File: src/hdl/wfm2h_pkg.sv
// Shared constants, the command type and the blank-byte test for the filtered hash.
`timescale 1ns / 1ps

package wfm2h_pkg;

    localparam logic [31:0] HASH_MUL  = 32'h5bd1e995;
    localparam logic [31:0] HASH_SEED = 32'd1;

    localparam logic [7:0] CHAR_TAB   = 8'h09;
    localparam logic [7:0] CHAR_LF    = 8'h0A;
    localparam logic [7:0] CHAR_CR    = 8'h0D;
    localparam logic [7:0] CHAR_SPACE = 8'h20;

    // One unit of work handed from the byte front end to the hash engine.
    // word holds a full group when absorb is set, otherwise the leftover tail.
    typedef struct packed {
        logic [31:0] word;
        logic        absorb;
        logic        finish;
        logic        tail_valid;
    } cmd_t;

    function automatic logic is_blank(input logic [7:0] b);
        return (b == CHAR_TAB) || (b == CHAR_LF) || (b == CHAR_CR) || (b == CHAR_SPACE);
    endfunction

endpackage

File: src/hdl/whitespace_filtered_murmur2_hash.sv
// Top level of the whitespace-filtered MurmurHash2 fingerprint block.
`timescale 1ns / 1ps

// Usage
// The slave stream carries one raw message byte per item in s_tdata, with
// s_tuser saying whether that byte is present and s_tlast marking the item
// that ends the message. Tab, line feed, carriage return and space are
// dropped; the rest are hashed four at a time. On the last item one result
// item with the 32-bit fingerprint appears on the master stream.
// The configuration channel writes the count of kept bytes; the seed is one
// XOR that count. A write restarts the block and may only be issued when no
// message is in flight.
// Throughput: the front end takes one byte per cycle while the command queue
// has room. The engine works each group of four kept bytes in steps on its
// single shared multiplier (take, two key mixes, hash fold); finishing adds a
// tail mix when bytes are left over and the final avalanche. Sustained, this
// is about one byte per cycle on text with long runs of kept bytes, limited
// by the engine's group steps. The last item's command passes the queue to
// the engine, which runs the group steps if a group completes on that item,
// the tail mix if bytes are left over, then the avalanche into m_tdata.
// Reset clears the queue, the partial group and sets the seed to one.
// A stalled master holds its result; the engine waits at the finish step
// and the queue then fills, after which s_tready falls.

module whitespace_filtered_murmur2_hash
#(
    parameter int QUEUE_DEPTH = 4
)
(
    input  logic        clk,
    input  logic        rst_n,
    // slave stream: tdata[7:0] data_byte; tuser[0] byte_present; tlast is_final
    input  logic        s_tvalid,
    output logic        s_tready,
    input  logic [7:0]  s_tdata,
    input  logic        s_tuser,
    input  logic        s_tlast,
    // master stream: tdata[31:0] hash_value
    output logic        m_tvalid,
    input  logic        m_tready,
    output logic [31:0] m_tdata,
    // configuration: cfg_data[31:0] filtered_length
    input  logic        cfg_valid,
    output logic        cfg_ready,
    input  logic [31:0] cfg_data
);
    import wfm2h_pkg::*;

    logic [31:0] len_reg;
    logic        cfg_write;
    logic        accept;
    logic        push;
    logic        pop;
    logic        q_full;
    logic        q_empty;
    cmd_t        push_cmd;
    cmd_t        head_cmd;

    // Configuration is always taken; it restarts front end, queue and engine.
    assign cfg_ready = 1'b1;
    assign cfg_write = cfg_valid && cfg_ready;

    // The front end stalls only on a full queue or a configuration write.
    assign s_tready = !q_full && !cfg_write;
    assign accept   = s_tvalid && s_tready;

    always_ff @(posedge clk or negedge rst_n)
    begin
        if (!rst_n)
        begin
            len_reg <= 32'd0;
        end
        else if (cfg_write)
        begin
            len_reg <= cfg_data;
        end
    end

    wfm2h_front u_front
    (
        .clk          (clk),
        .rst_n        (rst_n),
        .restart      (cfg_write),
        .accept       (accept),
        .data_byte    (s_tdata),
        .byte_present (s_tuser),
        .is_final     (s_tlast),
        .cmd_push     (push),
        .cmd          (push_cmd)
    );

    wfm2h_queue #(.DEPTH(QUEUE_DEPTH)) u_queue
    (
        .clk   (clk),
        .rst_n (rst_n),
        .flush (cfg_write),
        .push  (push),
        .din   (push_cmd),
        .pop   (pop),
        .dout  (head_cmd),
        .full  (q_full),
        .empty (q_empty)
    );

    // The engine reseeds from the stored length after each finished message,
    // and straight from the write data when the length is rewritten.
    wfm2h_back u_back
    (
        .clk          (clk),
        .rst_n        (rst_n),
        .restart      (cfg_write),
        .restart_seed (HASH_SEED ^ cfg_data),
        .seed         (HASH_SEED ^ len_reg),
        .cmd          (head_cmd),
        .cmd_avail    (!q_empty),
        .cmd_pop      (pop),
        .m_tvalid     (m_tvalid),
        .m_tready     (m_tready),
        .m_tdata      (m_tdata)
    );

endmodule

File: src/hdl/wfm2h_front.sv
// Front end: filters blank bytes, packs kept bytes into groups and issues commands.
`timescale 1ns / 1ps

module wfm2h_front
(
    input  logic               clk,
    input  logic               rst_n,
    input  logic               restart,
    input  logic               accept,
    input  logic [7:0]         data_byte,
    input  logic               byte_present,
    input  logic               is_final,
    output logic               cmd_push,
    output wfm2h_pkg::cmd_t    cmd
);
    import wfm2h_pkg::*;

    logic [23:0] pend_reg;
    logic [23:0] pend_next;
    logic [1:0]  cnt_reg;
    logic [1:0]  cnt_next;
    logic        kept;
    logic [23:0] merged;
    logic [1:0]  merged_cnt;
    logic        absorb;

    assign kept   = byte_present && !is_blank(data_byte);
    assign absorb = kept && (cnt_reg == 2'd3);

    always_comb
    begin
        merged     = pend_reg;
        merged_cnt = cnt_reg;
        if (kept)
        begin
            merged_cnt = cnt_reg + 2'd1;
            unique case (cnt_reg)
                2'd0:    merged = {16'd0, data_byte};
                2'd1:    merged = {8'd0, data_byte, pend_reg[7:0]};
                2'd2:    merged = {data_byte, pend_reg[15:0]};
                default: merged = 24'd0;
            endcase
        end
    end

    always_comb
    begin
        cmd.word       = absorb ? {data_byte, pend_reg} : {8'd0, merged};
        cmd.absorb     = absorb;
        cmd.finish     = is_final;
        cmd.tail_valid = is_final && !absorb && (merged_cnt != 2'd0);
        cmd_push       = accept && (absorb || is_final);
        pend_next      = is_final ? 24'd0 : merged;
        cnt_next       = is_final ? 2'd0 : merged_cnt;
    end

    always_ff @(posedge clk or negedge rst_n)
    begin
        if (!rst_n)
        begin
            pend_reg <= 24'd0;
            cnt_reg  <= 2'd0;
        end
        else if (restart)
        begin
            pend_reg <= 24'd0;
            cnt_reg  <= 2'd0;
        end
        else if (accept)
        begin
            pend_reg <= pend_next;
            cnt_reg  <= cnt_next;
        end
    end

    a_final_clears: assert property (@(posedge clk) disable iff (!rst_n)
        accept && is_final |=> cnt_reg == 2'd0)
        else $error("pending count not cleared after a final item");

endmodule

File: src/hdl/wfm2h_queue.sv
// Short command queue between the front end and the hash engine.
`timescale 1ns / 1ps

module wfm2h_queue
#(
    parameter int DEPTH = 4
)
(
    input  logic            clk,
    input  logic            rst_n,
    input  logic            flush,
    input  logic            push,
    input  wfm2h_pkg::cmd_t din,
    input  logic            pop,
    output wfm2h_pkg::cmd_t dout,
    output logic            full,
    output logic            empty
);
    import wfm2h_pkg::*;

    localparam int PTR_W = (DEPTH > 1) ? $clog2(DEPTH) : 1;
    localparam int CNT_W = $clog2(DEPTH + 1);

    cmd_t             entry_reg [DEPTH];
    logic [PTR_W-1:0] wr_ptr_reg;
    logic [PTR_W-1:0] rd_ptr_reg;
    logic [CNT_W-1:0] count_reg;

    function automatic logic [PTR_W-1:0] bump(input logic [PTR_W-1:0] p);
        return (p == PTR_W'(DEPTH - 1)) ? '0 : p + PTR_W'(1);
    endfunction

    assign full  = (count_reg == CNT_W'(DEPTH));
    assign empty = (count_reg == '0);
    assign dout  = entry_reg[rd_ptr_reg];

    always_ff @(posedge clk)
    begin
        if (push && !full)
        begin
            entry_reg[wr_ptr_reg] <= din;
        end
    end

    always_ff @(posedge clk or negedge rst_n)
    begin
        if (!rst_n)
        begin
            wr_ptr_reg <= '0;
            rd_ptr_reg <= '0;
            count_reg  <= '0;
        end
        else if (flush)
        begin
            wr_ptr_reg <= '0;
            rd_ptr_reg <= '0;
            count_reg  <= '0;
        end
        else
        begin
            if (push && !full)
            begin
                wr_ptr_reg <= bump(wr_ptr_reg);
            end
            if (pop && !empty)
            begin
                rd_ptr_reg <= bump(rd_ptr_reg);
            end
            if ((push && !full) && !(pop && !empty))
            begin
                count_reg <= count_reg + CNT_W'(1);
            end
            else if (!(push && !full) && (pop && !empty))
            begin
                count_reg <= count_reg - CNT_W'(1);
            end
        end
    end

    a_no_overflow: assert property (@(posedge clk) disable iff (!rst_n)
        push |-> !full)
        else $error("command pushed into a full queue");

    a_count_bound: assert property (@(posedge clk) disable iff (!rst_n)
        count_reg <= CNT_W'(DEPTH))
        else $error("queue count beyond depth");

endmodule

File: src/hdl/wfm2h_back.sv
// Hash engine: runs group mixes and the final avalanche on one shared multiplier.
`timescale 1ns / 1ps

module wfm2h_back
(
    input  logic            clk,
    input  logic            rst_n,
    input  logic            restart,
    input  logic [31:0]     restart_seed,
    input  logic [31:0]     seed,
    input  wfm2h_pkg::cmd_t cmd,
    input  logic            cmd_avail,
    output logic            cmd_pop,
    output logic            m_tvalid,
    input  logic            m_tready,
    output logic [31:0]     m_tdata
);
    import wfm2h_pkg::*;

    typedef enum logic [2:0] {
        S_IDLE,
        S_K1,
        S_K2,
        S_H,
        S_TAIL,
        S_FIN
    } state_t;

    state_t      state_reg;
    state_t      state_next;
    logic [31:0] h_reg;
    logic [31:0] h_next;
    logic [31:0] k_reg;
    logic [31:0] k_next;
    logic        fin_reg;
    logic        fin_next;
    logic        ovalid_reg;
    logic        ovalid_next;
    logic [31:0] odata_reg;
    logic [31:0] odata_next;
    logic [31:0] mul_a;
    logic [31:0] mul_p;
    logic        slot_free;

    assign slot_free = !ovalid_reg || m_tready;
    assign cmd_pop   = (state_reg == S_IDLE) && cmd_avail && !restart;
    assign mul_p     = mul_a * HASH_MUL;
    assign m_tvalid  = ovalid_reg;
    assign m_tdata   = odata_reg;

    always_comb
    begin
        unique case (state_reg)
            S_K1, S_K2: mul_a = k_reg;
            S_H:        mul_a = h_reg;
            S_TAIL:     mul_a = h_reg ^ k_reg;
            S_FIN:      mul_a = h_reg ^ (h_reg >> 13);
            default:    mul_a = 32'd0;
        endcase
    end

    always_comb
    begin
        state_next  = state_reg;
        h_next      = h_reg;
        k_next      = k_reg;
        fin_next    = fin_reg;
        ovalid_next = ovalid_reg && !m_tready;
        odata_next  = odata_reg;
        unique case (state_reg)
            S_IDLE:
            begin
                if (cmd_pop)
                begin
                    k_next   = cmd.word;
                    fin_next = cmd.finish;
                    if (cmd.absorb)
                    begin
                        state_next = S_K1;
                    end
                    else if (cmd.tail_valid)
                    begin
                        state_next = S_TAIL;
                    end
                    else
                    begin
                        state_next = S_FIN;
                    end
                end
            end
            S_K1:
            begin
                k_next     = mul_p ^ (mul_p >> 24);
                state_next = S_K2;
            end
            S_K2:
            begin
                k_next     = mul_p;
                state_next = S_H;
            end
            S_H:
            begin
                h_next     = mul_p ^ k_reg;
                state_next = fin_reg ? S_FIN : S_IDLE;
            end
            S_TAIL:
            begin
                h_next     = mul_p;
                state_next = S_FIN;
            end
            S_FIN:
            begin
                if (slot_free)
                begin
                    odata_next  = mul_p ^ (mul_p >> 15);
                    ovalid_next = 1'b1;
                    h_next      = seed;
                    state_next  = S_IDLE;
                end
            end
            default:
            begin
                state_next = S_IDLE;
            end
        endcase
        if (restart)
        begin
            state_next = S_IDLE;
            h_next     = restart_seed;
        end
    end

    always_ff @(posedge clk or negedge rst_n)
    begin
        if (!rst_n)
        begin
            state_reg  <= S_IDLE;
            h_reg      <= HASH_SEED;
            k_reg      <= 32'd0;
            fin_reg    <= 1'b0;
            ovalid_reg <= 1'b0;
            odata_reg  <= 32'd0;
        end
        else
        begin
            state_reg  <= state_next;
            h_reg      <= h_next;
            k_reg      <= k_next;
            fin_reg    <= fin_next;
            ovalid_reg <= ovalid_next;
            odata_reg  <= odata_next;
        end
    end

    a_pop_when_idle: assert property (@(posedge clk) disable iff (!rst_n)
        cmd_pop |-> state_reg == S_IDLE && cmd_avail)
        else $error("command taken while the engine was busy");

    a_fin_emits: assert property (@(posedge clk) disable iff (!rst_n)
        state_reg == S_FIN && slot_free && !restart |=> ovalid_reg && state_reg == S_IDLE)
        else $error("finished hash not presented");

endmodule

File: config.mk
export PLATFORM = sky130hd
export DESIGN_NAME = whitespace_filtered_murmur2_hash
export DESIGN_NICKNAME = d
export VERILOG_FILES = /design/src/hdl/wfm2h_pkg.sv /design/src/hdl/whitespace_filtered_murmur2_hash.sv /design/src/hdl/wfm2h_front.sv /design/src/hdl/wfm2h_queue.sv /design/src/hdl/wfm2h_back.sv
export SDC_FILE = /design/constraint.sdc
export NUM_CORES = 1
export LEC_CHECK = 0
export BUFFER_PORTS_ARGS = -buffer_cell sky130_fd_sc_hd__buf_2
export CORE_MARGIN = 3
export CORE_UTILIZATION = 45
export DETAILED_ROUTE_END_ITERATION = 6
export GPL_ROUTABILITY_DRIVEN = 0
export PLACE_DENSITY = 0.62
export SKIP_CTS_REPAIR_TIMING = 1
export SLEW_MARGIN = 5
export SYNTH_ARGS = -nofsm -noshare
export SYNTH_HDL_FRONTEND = slang
export SYNTH_SLANG_ARGS = --single-unit
File: constraint.sdc
create_clock -name clk -period 18.9 [get_ports clk]
set_input_delay 1.89 -clock clk [delete_from_list [all_inputs] [get_ports clk]]
set_output_delay 1.89 -clock clk [all_outputs]
set_load 0.005 [all_outputs]
==> results_dict.tcl <==
set metrics [dict create \
    status "finished with violations" \
    violations "design-rule violations" \
    drv_cap 0 \
    clk_pin_slew_ns 0.07 \
    viasPerCell 5.80 \
    grt_pass1_wl_um 111000 \
    cts_buffers 30 \
    async_flop_share_pct 54.2 \
    place_hpwl_um 53800 \
    synth-seq-cells 306 \
    num_rows 84 \
    worstPathRequired_ns 19.39 \
    crit_end "u_back.k_reg[7]" \
    critPathArrivalTime_ns 10.53 \
    dominantRegCellSynth "dfrtp_1" \
    clkSinkCount 306 \
    period_minus_slack_ns 10.04 \
    max_stage_delay_ns 0.77 \
    port_buffers 80 \
    diodes 0 \
    root_buffer "clkbuf_16" \
    syn-num-nets 2818 \
    drc 2 \
    ioPinCount 82 \
    area_growth_pct 9.47 \
    cts_tree "built" \
    crit_fanout 87 \
    chipWidth_um 238 \
    yosysWarnings 0 \
    drive_gt1_share_pct 11.2 \
    die_h_um 238 \
    cp_slowest_cell "o22ai_2" \
    gr-total-overflow 0 \
    grt_max_degree 97 \
    syn_area_per_cell_um2 10.2 \
    ff2ff_path_depth 32 \
    maxSlewHeadroom_pct 10.8 \
    fin_skew_ns 0.0161 \
    fill_cells 4894 \
    drt_pass1_iterations 7 \
    grt_pass1_vias 18500 \
    first_iter_violations 1856 \
    rsz0062_at_grt "false" \
    area.sequential_um2 8360 \
    insertion_delay_ns 0.59 \
    r2r_start "u_back.state_reg[0]" \
    h-tree-depth 1 \
    synth_cell_types 78 \
    critPathCaptureType "flip-flop" \
    yosysSeqAreaShare_pct 34.5 \
    syn-cell-area_um2 24200 \
    wl_per_cell_um 22.8 \
    syn_inst 2366 \
    ant_nets 0 \
    start_kind "flip-flop" \
    tightest_slew_ns 1.33 \
    finalSetupTns_ns 0 \
    start_util_pct 45.8 \
    clk_path_buf_depth 3 \
    maxSlewViolCount 0 \
    synth_edf_count 140 \
    finalSetupViolCount 0 \
    vias 18100 \
    largest_reg_flops 140 \
    grt_use_total_pct 25.4 \
    drt_wl_total_um 71200 \
    hold_viol 0 \
    timing.fmax_ghz 0.0996 \
    multiInputGateArea_um2 14100 \
    nets 2867 \
    hold_depth 2 \
    setup.worst_path.start "u_back.state_reg[0]" \
    antenna_found_initial 0 \
    rr_endpoint "u_back.k_reg[7]" \
    hold_class "reg2reg" \
    fin_crit_sh_pct 53.1 \
    dieArea_um2 56700 \
    critPathKind "reg2reg" \
    core_um2 53000 \
    rrSetupSlack_ns 8.86 \
]
## layout make-up
| type | instances | area share [%] |
|---|---|---|
| clock buffer | 38 | 3.02 |
| clock inverter | 18 | 0.971 |
| inverter | 386 | 5.46 |
| multi-input combinational | 1570 | 53.1 |
| sequential | 306 | 31.5 |
| tap | 688 | 3.24 |
| timing repair buffer | 121 | 2.69 |
## through the flow
step | cells | utilization (%) | hold WS (ns) | worst slack [ns] | cell area, um^2
3_3_place_gp | 3071 | 48.1 | 0.460 | 9.26 | 25500
5_1_grt | 3127 | 50.1 | 0.511 | 8.48 | 26500
2_1_floorplan | 2366 | - | 0.450 | 9.90 | 24200
4_1_cts | 3127 | 50.1 | 0.484 | 9.08 | 26500
3_5_place_dp | 3071 | 48.1 | 0.470 | 9.13 | 25500
6_report | 3127 | 50.1 | 0.482 | 8.86 | 26500
## layout by cell type (no fill, tap or decap), types with 20 or more instances in the layout
| cell type | instances |
|---|---|
| o22ai_1 | 28 |
| a21oi_1 | 123 |
| xor2_1 | 20 |
| edfxtp_1 | 140 |
| a21o_1 | 24 |
| nand3_1 | 20 |
| clkbuf_16 | 30 |
| mux4_2 | 35 |
| nand2_1 | 205 |
| a31oi_1 | 39 |
| mux2_2 | 45 |
| buf_4 | 41 |
| nor2_1 | 118 |
| mux2i_1 | 28 |
| ha_1 | 225 |
| inv_1 | 384 |
| fa_1 | 180 |
| a22o_1 | 24 |
| o21ai_0 | 153 |
| buf_2 | 79 |
| xnor2_1 | 59 |
| dfrtp_1 | 163 |
## synth_stat cells, drive strengths merged, types with 20 or more instances
| cell type | number | area [um^2] |
|---|---|---|
| nand3 | 21 | 105 |
| a22o | 24 | 210 |
| a21oi | 124 | 624 |
| a31oi | 39 | 244 |
| ha | 225 | 2820 |
| edfxtp | 140 | 4200 |
| o21ai | 161 | 810 |
| nand2 | 206 | 773 |
| dfrtp | 165 | 4130 |
| inv | 386 | 1450 |
| nor2 | 124 | 465 |
| fa | 180 | 3600 |
| xor2 | 20 | 175 |
| mux2 | 46 | 518 |
| a21o | 24 | 180 |
| xnor2 | 60 | 533 |
| buf | 23 | 97.6 |
| mux2i | 28 | 280 |
| clkbuf | 81 | 304 |
| o22ai | 31 | 194 |
| mux4 | 35 | 788 |
## critical path: cells and delay by family, from the launching register on
| family | cells | cell delay, ns |
|---|---|---|
| xor gates and xnor gates | 1 | 0.29 |
| adders and majority gates | 9 | 3.85 |
| AOI/OAI and AO/OA | 6 | 1.92 |
| and+or+nand+nor | 8 | 1.83 |
| DFF | 1 | 0.34 |
| buffers and inverters | 8 | 1.66 |
## per-layer routing
layer,GRT usage [%],routed length [um]
met4,12.4,4020
met5,0,0
met3,3.02,4250
met1,32.6,28700
met2,43.0,34300
## kinds of logic (layout without fill, tap and decap cells)
family	after synthesis	after routing	synth area share [%]
mux	109	109	6.55
other cells	1	1	0.0155
buf+inv	490	563	7.63
flops	306	306	34.5
simple gates	443	443	7.93
compound gates	528	528	13.6
fa+ha+maj	405	405	26.5
xor+xnor	84	84	3.30
## worst min-delay path by stage
stage	from	endpoint	slack, ns
2_1_floorplan	u_front.pend_reg[20]	u_front.pend_reg[20]	0.45
3_3_place_gp	u_back.m_tdata[18]	u_back.m_tdata[18]	0.46
3_5_place_dp	u_back.m_tdata[15]	u_back.m_tdata[15]	0.47
4_1_cts	u_back.m_tdata[15]	u_back.m_tdata[15]	0.48
5_1_grt	u_front.pend_reg[7]	u_front.pend_reg[7]	0.51
6_report	u_back.m_tdata[15]	u_back.m_tdata[15]	0.48
Power is left out: the tool's default activity adds up to more than one toggle a clock period on the data nets, which glitch-free logic cannot reach.
